`config.mk`:
```
export PLATFORM = sky130hd
export DESIGN_NAME = servo_status_frame_parser
export DESIGN_NICKNAME = d
export VERILOG_FILES = /design/src/rtl/core/ssfp_pkg.sv /design/src/rtl/core/ssfp_fifo.sv /design/src/rtl/core/ssfp_front.sv /design/src/rtl/core/ssfp_back.sv /design/src/rtl/core/servo_status_frame_parser.sv
export SDC_FILE = /design/constraint.sdc
export NUM_CORES = 1
export LEC_CHECK = 0
export ABC_CLOCK_PERIOD_IN_PS = 13380
export BUFFER_PORTS_ARGS = -buffer_cell sky130_fd_sc_hd__buf_2
export CORE_MARGIN = 2
export CORE_UTILIZATION = 60
export CTS_BUF_LIST = sky130_fd_sc_hd__clkbuf_4
export DETAILED_ROUTE_END_ITERATION = 8
export HOLD_SLACK_MARGIN = 0.05
export PLACE_DENSITY = 0.77
export RECOVER_POWER = 100
export SYNTH_ARGS = -nofsm -noshare
export SYNTH_HDL_FRONTEND = slang
export SYNTH_HIERARCHICAL = 1
export SYNTH_SLANG_ARGS = --single-unit
```
`constraint.sdc`:
```
create_clock -name clock -period 13.38 [get_ports clock]
set_clock_uncertainty 0.1 [all_clocks]
set_input_delay 1.338 -clock clock [delete_from_list [all_inputs] [get_ports clock]]
set_output_delay 1.338 -clock clock [all_outputs]
set_load 0.005 [all_outputs]
```
`src/rtl/core/ssfp_pkg.sv`:
```
// ssfp_pkg: types and constants shared by the servo status frame parser
// holds the queue word and result word layouts, frame constants and defaults
// no dependencies
package ssfp_pkg;

   localparam int MAX_FRAME_DEFAULT   = 64;
   localparam int SERVO_SLOTS_DEFAULT = 16;

   localparam int KEPT_BYTES = 13;
   localparam int MIN_FRAME  = 14;
   localparam int SLOT_W     = 4;
   localparam int OFFSET_SLOTS = 2 ** SLOT_W;

   localparam logic [7:0]  HEAD_BYTE = 8'hFF;
   localparam logic [7:0]  NO_ERROR  = 8'h00;
   localparam logic [15:0] CENTER    = 16'd2048;

   localparam logic CMD_BYTE = 1'b0;
   localparam logic CMD_LOAD = 1'b1;

   localparam int MID_DEPTH = 4;
   localparam int OUT_DEPTH = 2;

   typedef enum logic {
      ENTRY_LOAD  = 1'b0,
      ENTRY_FRAME = 1'b1
   } entry_kind_type;

   typedef struct packed {
      entry_kind_type    kind;
      logic [SLOT_W-1:0] slot;
      logic [15:0]       offset;
      logic [7:0]        id;
      logic [15:0]       raw_position;
      logic [15:0]       speed;
      logic [15:0]       load;
      logic [7:0]        voltage;
      logic [7:0]        temperature;
   } mid_entry_type;

   typedef struct packed {
      logic [3:0]  unit_id;
      logic [15:0] position;
      logic [15:0] speed;
      logic [15:0] load;
      logic [7:0]  voltage;
      logic [7:0]  temperature;
   } rsp_word_type;

endpackage

```
`src/rtl/core/ssfp_fifo.sv`:
```
// ssfp_fifo: small register queue with full and empty flags
// used between front and back and on the result side; depends on nothing
module ssfp_fifo #(
   parameter int WIDTH = 8,
   parameter int DEPTH = 2
) (
   input  logic             clock,
   input  logic             reset,
   input  logic             push,
   input  logic [WIDTH-1:0] wr_data,
   input  logic             pop,
   output logic [WIDTH-1:0] rd_data,
   output logic             full,
   output logic             empty
);

   localparam int PTR_W = (DEPTH > 1) ? $clog2(DEPTH) : 1;
   localparam int CNT_W = $clog2(DEPTH + 1);

   logic [WIDTH-1:0] store_ff [DEPTH];
   logic [PTR_W-1:0] wr_ptr_ff, wr_ptr_in;
   logic [PTR_W-1:0] rd_ptr_ff, rd_ptr_in;
   logic [CNT_W-1:0] count_ff, count_in;
   logic             do_push, do_pop;

   assign full    = (count_ff == CNT_W'(DEPTH));
   assign empty   = (count_ff == '0);
   assign do_push = push && !full;
   assign do_pop  = pop && !empty;
   assign rd_data = store_ff[rd_ptr_ff];

   always_comb begin
      wr_ptr_in = wr_ptr_ff;
      rd_ptr_in = rd_ptr_ff;
      count_in  = count_ff;
      if (do_push) begin
         wr_ptr_in = (wr_ptr_ff == PTR_W'(DEPTH - 1)) ? '0 : wr_ptr_ff + 1'b1;
      end
      if (do_pop) begin
         rd_ptr_in = (rd_ptr_ff == PTR_W'(DEPTH - 1)) ? '0 : rd_ptr_ff + 1'b1;
      end
      if (do_push && !do_pop) begin
         count_in = count_ff + 1'b1;
      end else if (do_pop && !do_push) begin
         count_in = count_ff - 1'b1;
      end
   end

   always_ff @(posedge clock) begin
      if (reset) begin
         wr_ptr_ff <= '0;
         rd_ptr_ff <= '0;
         count_ff  <= '0;
      end else begin
         wr_ptr_ff <= wr_ptr_in;
         rd_ptr_ff <= rd_ptr_in;
         count_ff  <= count_in;
      end
   end

   always_ff @(posedge clock) begin
      if (do_push) begin
         store_ff[wr_ptr_ff] <= wr_data;
      end
   end

   a_count_bound: assert property (@(posedge clock) disable iff (reset)
      count_ff <= CNT_W'(DEPTH))
      else $error("queue count beyond depth");

   a_flags_exclusive: assert property (@(posedge clock) disable iff (reset)
      !(full && empty))
      else $error("queue full and empty together");

   a_push_fills: assert property (@(posedge clock) disable iff (reset)
      (do_push && !do_pop) |=> !empty)
      else $error("queue empty after a word was written");

endmodule

```
`src/rtl/core/ssfp_front.sv`:
```
// ssfp_front: byte-level frame tracking, checksum and header checks
// hands finished frames and offset loads to the middle queue; uses ssfp_pkg
module ssfp_front #(
   parameter int MAX_FRAME   = ssfp_pkg::MAX_FRAME_DEFAULT,
   parameter int SERVO_SLOTS = ssfp_pkg::SERVO_SLOTS_DEFAULT
) (
   input  logic                   clock,
   input  logic                   reset,
   input  logic                   accept,
   input  logic                   req_command,
   input  logic [7:0]             req_rx_byte,
   input  logic                   req_end_of_frame,
   input  logic [3:0]             req_servo_slot,
   input  logic [15:0]            req_zero_offset,
   output logic                   mid_push,
   output ssfp_pkg::mid_entry_type mid_entry
);

   import ssfp_pkg::*;

   localparam int IDX_W = $clog2(MAX_FRAME + 1);

   logic [IDX_W-1:0] idx_ff, idx_in;
   logic [7:0]       sum_ff, sum_in;
   logic             overflowed_ff, overflowed_in;
   logic [7:0]       bytes_ff [KEPT_BYTES];
   logic             over;
   logic             frame_ok;
   logic             load_ok;
   logic             is_byte;

   assign is_byte = accept && (req_command == CMD_BYTE);
   assign over    = overflowed_ff || (idx_ff >= IDX_W'(MAX_FRAME));

   // an accepted frame is at least KEPT_BYTES + 1 long, so the kept bytes
   // are all from this frame and the last byte is never among them
   assign frame_ok = !over
                  && (idx_ff >= IDX_W'(MIN_FRAME - 1))
                  && (bytes_ff[0] == HEAD_BYTE)
                  && (bytes_ff[1] == HEAD_BYTE)
                  && (bytes_ff[4] == NO_ERROR)
                  && (req_rx_byte == ~sum_ff)
                  && ({1'b0, bytes_ff[2]} < 9'(SERVO_SLOTS));

   assign load_ok = ({5'b0, req_servo_slot} < 9'(SERVO_SLOTS));

   always_comb begin
      idx_in        = idx_ff;
      sum_in        = sum_ff;
      overflowed_in = overflowed_ff;
      if (is_byte) begin
         if (req_end_of_frame) begin
            idx_in        = '0;
            sum_in        = '0;
            overflowed_in = 1'b0;
         end else if (over) begin
            overflowed_in = 1'b1;
         end else begin
            if (idx_ff >= IDX_W'(2)) begin
               sum_in = sum_ff + req_rx_byte;
            end
            idx_in = idx_ff + 1'b1;
         end
      end
   end

   always_ff @(posedge clock) begin
      if (reset) begin
         idx_ff        <= '0;
         sum_ff        <= '0;
         overflowed_ff <= 1'b0;
      end else begin
         idx_ff        <= idx_in;
         sum_ff        <= sum_in;
         overflowed_ff <= overflowed_in;
      end
   end

   always_ff @(posedge clock) begin
      if (is_byte && (idx_ff < IDX_W'(KEPT_BYTES))) begin
         bytes_ff[idx_ff[3:0]] <= req_rx_byte;
      end
   end

   always_comb begin
      mid_push = 1'b0;
      if (accept) begin
         mid_push = (req_command == CMD_LOAD) ? load_ok : (req_end_of_frame && frame_ok);
      end
      mid_entry.kind         = (req_command == CMD_LOAD) ? ENTRY_LOAD : ENTRY_FRAME;
      mid_entry.slot         = req_servo_slot;
      mid_entry.offset       = req_zero_offset;
      mid_entry.id           = bytes_ff[2];
      mid_entry.raw_position = {bytes_ff[6], bytes_ff[5]};
      mid_entry.speed        = {bytes_ff[8], bytes_ff[7]};
      mid_entry.load         = {bytes_ff[10], bytes_ff[9]};
      mid_entry.voltage      = bytes_ff[11];
      mid_entry.temperature  = bytes_ff[12];
   end

   a_index_bound: assert property (@(posedge clock) disable iff (reset)
      idx_ff <= IDX_W'(MAX_FRAME))
      else $error("byte index beyond frame limit");

   a_eof_clears: assert property (@(posedge clock) disable iff (reset)
      (is_byte && req_end_of_frame) |=> (idx_ff == '0 && sum_ff == '0 && !overflowed_ff))
      else $error("frame state not cleared after end of frame");

   a_overflow_at_limit: assert property (@(posedge clock) disable iff (reset)
      overflowed_ff |-> (idx_ff == IDX_W'(MAX_FRAME)))
      else $error("overflow flag set below frame limit");

endmodule

```
`src/rtl/core/ssfp_back.sv`:
```
// ssfp_back: zero offset table and position correction
// drains the middle queue into the result queue; uses ssfp_pkg
module ssfp_back #(
   parameter int SERVO_SLOTS = ssfp_pkg::SERVO_SLOTS_DEFAULT
) (
   input  logic                    clock,
   input  logic                    reset,
   input  logic                    mid_empty,
   input  ssfp_pkg::mid_entry_type mid_head,
   input  logic                    out_full,
   output logic                    mid_pop,
   output logic                    out_push,
   output ssfp_pkg::rsp_word_type  out_word
);

   import ssfp_pkg::*;

   // only slots reachable by a load need storage, the rest read as zero
   localparam int TBL_DEPTH = (SERVO_SLOTS < OFFSET_SLOTS) ? SERVO_SLOTS : OFFSET_SLOTS;
   localparam int TBL_W     = $clog2(TBL_DEPTH);

   logic [15:0] table_ff [TBL_DEPTH];
   logic [15:0] offset;
   logic        is_load;

   assign is_load  = (mid_head.kind == ENTRY_LOAD);
   assign mid_pop  = !mid_empty && (is_load || !out_full);
   assign out_push = !mid_empty && !is_load && !out_full;

   always_comb begin
      offset = '0;
      if (mid_head.id < 8'(TBL_DEPTH)) begin
         offset = table_ff[mid_head.id[TBL_W-1:0]];
      end
      out_word.unit_id     = mid_head.id[3:0];
      out_word.position    = mid_head.raw_position - offset - CENTER;
      out_word.speed       = mid_head.speed;
      out_word.load        = mid_head.load;
      out_word.voltage     = mid_head.voltage;
      out_word.temperature = mid_head.temperature;
   end

   always_ff @(posedge clock) begin
      if (reset) begin
         for (int i = 0; i < TBL_DEPTH; i++) begin
            table_ff[i] <= '0;
         end
      end else if (mid_pop && is_load) begin
         table_ff[mid_head.slot[TBL_W-1:0]] <= mid_head.offset;
      end
   end

   a_push_needs_head: assert property (@(posedge clock) disable iff (reset)
      out_push |-> (mid_pop && !mid_empty))
      else $error("result written without a queued frame");

   a_load_in_range: assert property (@(posedge clock) disable iff (reset)
      (mid_pop && is_load) |-> ({5'b0, mid_head.slot} < 9'(TBL_DEPTH)))
      else $error("offset load beyond table");

   a_no_stall_load: assert property (@(posedge clock) disable iff (reset)
      (!mid_empty && is_load) |-> mid_pop)
      else $error("offset load held back");

endmodule

```
`src/rtl/core/servo_status_frame_parser.sv`:
```
// servo_status_frame_parser: top level of the servo status frame parser
// instantiates ssfp_front, ssfp_back and two ssfp_fifo queues; uses ssfp_pkg
//
// usage:
//   request side is a queue input: drive req_* and raise req_push; the word is
//   taken on a rising edge with req_push high and req_full low. req_command 0
//   carries one frame byte (req_end_of_frame marks the last byte of a frame),
//   req_command 1 loads the zero offset of slot req_servo_slot.
//   result side is a queue output: while rsp_empty is low the oldest result
//   sits on rsp_*, and it is taken on an edge with rsp_pop high.
//   one word is taken every cycle while req_full is low; a good frame is
//   checked in the front and queued on the edge that takes its last byte;
//   offset lookup and subtract in the back part then write its result.
//   bad, short or long frames and offset loads give no result.
//   a four-word queue sits between front and back and a two-word result queue
//   at the output; when the receiver stalls they fill and req_full rises.
//   reset clears frame tracking, both queues and the zero offset table.
module servo_status_frame_parser #(
   parameter int MAX_FRAME   = ssfp_pkg::MAX_FRAME_DEFAULT,
   parameter int SERVO_SLOTS = ssfp_pkg::SERVO_SLOTS_DEFAULT
) (
   input  logic               clock,
   input  logic               reset,
   input  logic               req_push,
   output logic               req_full,
   input  logic               req_command,
   input  logic [7:0]         req_rx_byte,
   input  logic               req_end_of_frame,
   input  logic [3:0]         req_servo_slot,
   input  logic signed [15:0] req_zero_offset,
   output logic               rsp_empty,
   input  logic               rsp_pop,
   output logic [3:0]         rsp_unit_id,
   output logic signed [15:0] rsp_position,
   output logic [15:0]        rsp_speed,
   output logic [15:0]        rsp_load,
   output logic [7:0]         rsp_voltage,
   output logic [7:0]         rsp_temperature
);

   import ssfp_pkg::*;

   localparam int MID_W = $bits(mid_entry_type);
   localparam int OUT_W = $bits(rsp_word_type);

   logic          accept;
   logic          mid_push, mid_pop, mid_full, mid_empty;
   mid_entry_type mid_entry, mid_head;
   logic [MID_W-1:0] mid_rd_data;
   logic          out_push, out_full;
   rsp_word_type  out_word, rsp_word;
   logic [OUT_W-1:0] out_rd_data;

   assign req_full = mid_full;
   assign accept   = req_push && !mid_full;

   ssfp_front #(
      .MAX_FRAME   (MAX_FRAME),
      .SERVO_SLOTS (SERVO_SLOTS)
   ) u_front (
      .clock            (clock),
      .reset            (reset),
      .accept           (accept),
      .req_command      (req_command),
      .req_rx_byte      (req_rx_byte),
      .req_end_of_frame (req_end_of_frame),
      .req_servo_slot   (req_servo_slot),
      .req_zero_offset  (req_zero_offset),
      .mid_push         (mid_push),
      .mid_entry        (mid_entry)
   );

   ssfp_fifo #(
      .WIDTH (MID_W),
      .DEPTH (MID_DEPTH)
   ) u_mid_queue (
      .clock   (clock),
      .reset   (reset),
      .push    (mid_push),
      .wr_data (mid_entry),
      .pop     (mid_pop),
      .rd_data (mid_rd_data),
      .full    (mid_full),
      .empty   (mid_empty)
   );

   assign mid_head = mid_entry_type'(mid_rd_data);

   ssfp_back #(
      .SERVO_SLOTS (SERVO_SLOTS)
   ) u_back (
      .clock     (clock),
      .reset     (reset),
      .mid_empty (mid_empty),
      .mid_head  (mid_head),
      .out_full  (out_full),
      .mid_pop   (mid_pop),
      .out_push  (out_push),
      .out_word  (out_word)
   );

   ssfp_fifo #(
      .WIDTH (OUT_W),
      .DEPTH (OUT_DEPTH)
   ) u_out_queue (
      .clock   (clock),
      .reset   (reset),
      .push    (out_push),
      .wr_data (out_word),
      .pop     (rsp_pop),
      .rd_data (out_rd_data),
      .full    (out_full),
      .empty   (rsp_empty)
   );

   assign rsp_word        = rsp_word_type'(out_rd_data);
   assign rsp_unit_id     = rsp_word.unit_id;
   assign rsp_position    = rsp_word.position;
   assign rsp_speed       = rsp_word.speed;
   assign rsp_load        = rsp_word.load;
   assign rsp_voltage     = rsp_word.voltage;
   assign rsp_temperature = rsp_word.temperature;

endmodule
```
==> flow_summary.json <==
{
  "outcome": "finished, violations left",
  "violations": "max-capacitance violations, max-slew violations",
  "hold_violations": 0,
  "core_um2": 60100,
  "synth.cell_area_um2": 36400,
  "ys_ff_latch": 890,
  "hp-class": "flop to flop",
  "antenna_found_initial": 4,
  "nNetsFinal": 2194,
  "antenna_left": 0,
  "crit_fanout": 64,
  "met1_length_mm": 29.1,
  "cp.arrival_ns": 9.75,
  "wl_per_cell_um": 24.8,
  "p_leak_nw": 13.2,
  "die_area_um2": 62700,
  "fin_crit_ns": 9.10,
  "finalNonFillerCells": 3051,
  "drt_pre_antenna_iters": 5,
  "stdcell_area_um2": 39500,
  "finalSetupTns_ns": 0,
  "min_from": "u_front/sum_ff[4]",
  "path_class": "flop to flop",
  "preCtsSetupSlack_ns": 7.23,
  "synth.avg_cell_area_um2": 18.9,
  "gp_congestion": 0.808,
  "critPathBufInv": 2,
  "crit_required_ns": 14.03,
  "synth_edf_count": 860,
  "synth_common_cells": "860 x edfxtp_1, 270 x and2_1, 171 x mux4_2, 79 x buf_4, 48 x mux2_2",
  "synth_cell_types": 64,
  "cp-end-kind": "flop",
  "vias_per_cell": 6.00,
  "cts_hold_buf": 0,
  "grt_max_degree": 65,
  "numCtsBuffers": 209,
  "fmax_ghz": 0.110,
  "die_y_um": 250,
  "ys.flop_type": "edfxtp_1",
  "numPortBuffers": 103,
  "dr.max_layer_used": "met4",
  "drc": 0,
  "synth_top_area_frac": 0.709,
  "num_rows": 90,
  "cp_top_family": "buffers and inverters",
  "ys_top_cells_by_area": "edfxtp_1 71%, mux4_2 11%, and2_1 4.6%, dfxtp_1 1.6%, buf_4 1.6%",
  "area_growth_pct": 8.47,
  "overflow": 0,
  "syn_inst": 1926,
  "post_cts_resized": 0,
  "grt.total_usage": 0.249,
  "path_cells": "mux4_2 -> clkbuf_1 -> mux4_2 -> mux4_2 -> and2_0 -> ha_1 -> inv_1 -> ha_1 -> fa_1 -> a21o_1 -> a221oi_1 -> o211ai_1 -> o211ai_1 -> o21ai_0 -> xnor2_1",
  "dp_hpwl_mm": 42.7,
  "worstMarginPinSlew_ns": 4.10,
  "fin_ws_ns": 4.28,
  "maxCapViolCount": 33,
  "clk_pin_slew_ns": 0.07,
  "seq_area_frac_synth": 0.726,
  "grt_pass1_wl_mm": 114,
  "p_per_area_nw_per_um2": 187,
  "ioPinCount": 104,
  "fin_crit_sh": 0.680,
  "cts_max_level": 4,
  "cp_slowest_cell": "clkbuf_1",
  "clk_path_buf_depth": 3,
  "yosys.area.top_type": "edfxtp_1",
  "fillers": 4016,
  "ir_drop_uv": 110,
  "postCtsSetupRepairBufs": 0,
  "async_flop_share": 0,
  "ys_warn_count": 6,
  "drt_wl_total_mm": 75.7,
  "synth_nets": 2010,
  "grt_pass1_vias": 19400,
  "setup_violations": 0,
  "clock_latency_ns": 1.07,
  "cts_tree": "yes",
  "yosysMostFrequentCell": "edfxtp_1",
  "start_util": 0.606,
  "drive_above_1_share": 0.273,
  "drv_slew": 1058,
  "placed_cells": 2681,
  "max_slew_margin": -1.74,
  "cp-start-kind": "flop",
  "wl_met2_mm": 37.5,
  "placed_cell_area_um2": 37200,
  "rsz0062_at_grt": "false",
  "num_vias": 18300,
  "wl_met3_mm": 6.67,
  "cpMostUsedCell": "mux4_2",
  "die_w_um": 250,
  "numClockSinks": 890,
  "hold_slack_ns": 0.361,
  "cts-root-buf": "clkbuf_4",
  "critPathMaxStageDelay_ns": 2.88,
  "drt_iter0_markers": 1816
}
[metal layers]
layer / up-vias / global-route usage
met4: 0 / 0.113
li1: 7927 / -
met5: - / 0
met2: 951 / 0.401
met1: 9280 / 0.324
met3: 154 / 0.0628
[tightest hold or removal path: cells and delay by family (launching register included)]
kind	cells	cell delay, ns
compound gates	1	0.05
simple gates	1	0.05
flops	1	0.31
[flip-flops by register name, summed over array words and instances, names as in the netlist, named ones only]
signal	count
u_front/bytes_ff	96
u_out_queue/count_ff	2
u_front/idx_ff	7
u_out_queue/store_ff	136
u_front/overflowed_ff	1
u_out_queue/wr_ptr_ff	1
u_mid_queue/store_ff	372
u_out_queue/rd_ptr_ff	1
u_front/sum_ff	8
u_mid_queue/rd_ptr_ff	2
u_mid_queue/count_ff	3
u_back/table_ff	256
u_mid_queue/wr_ptr_ff	2
[placed cells by master, fill, tap and decap left out, drive strengths merged, types with 4 or more instances in the layout]
| master | instances |
|---|---|
| a21o | 8 |
| a21oi | 30 |
| and2 | 270 |
| and3 | 9 |
| buf | 56 |
| clkbuf | 383 |
| clkinv | 49 |
| dfxtp | 30 |
| diode | 4 |
| edfxtp | 860 |
| ha | 47 |
| inv | 34 |
| mux2 | 68 |
| mux2i | 6 |
| mux4 | 171 |
| nand2 | 31 |
| nand2b | 6 |
| nand3 | 7 |
| nand3b | 5 |
| nand4 | 9 |
| nand4b | 7 |
| nor2 | 47 |
| nor3 | 16 |
| nor3b | 4 |
| nor4 | 6 |
| o211ai | 7 |
| o21ai | 11 |
| or2 | 16 |
| or3 | 9 |
| xnor2 | 15 |
| xor2 | 14 |
[area by class of cell]
| cell class | count | area, um^2 | area share |
|---|---|---|---|
| clock buffer | 305 | 2290 | 0.0580 |
| timing repair buffer | 134 | 586 | 0.0148 |
| inverter | 27 | 103 | 0.00260 |
| clock inverter | 61 | 359 | 0.00909 |
| multi-input combinational | 848 | 8750 | 0.221 |
| sequential | 890 | 26400 | 0.669 |
| antenna | 4 | 10.0 | 0.000253 |
| tap | 782 | 978 | 0.0248 |
[report_power, final]
part	leakage [nW]	switching [mW]	internal, mW
clock	1.58	1.03	1.09
combinational	3.29	0.974	0.791
sequential	8.37	0.0922	3.41
[metrics by stage]
step	power (mW)	util
global route	7.76	0.657
finish	7.40	0.657
global placement	5.29	0.618
detailed placement	5.35	0.618
CTS	7.48	0.662
floorplan	4.92	-
[final timing paths]
check / to / slack, ns / depth (start not counted)
min reg2reg: u_front/sum_ff[4] / 0.36 / 2
max: u_out_queue/store_ff[1][63] / 4.28 / 15
min: u_front/sum_ff[4] / 0.36 / 2
max reg2reg: u_out_queue/store_ff[1][63] / 4.28 / 15
[cells by family (layout without fill, tap and decap cells)]
logic type      count (synthesis)  after routing  synth area share
compound gates                 74             74            0.0140
xor+xnor                       29             29           0.00698
fa+ha+maj                      50             50            0.0178
buf+inv                       188            527            0.0318
flops                         890            890             0.726
mux                           245            245             0.130
other cells                     0              4                 0
simple gates                  450            450            0.0733
Power figures use the tool's default switching activity.
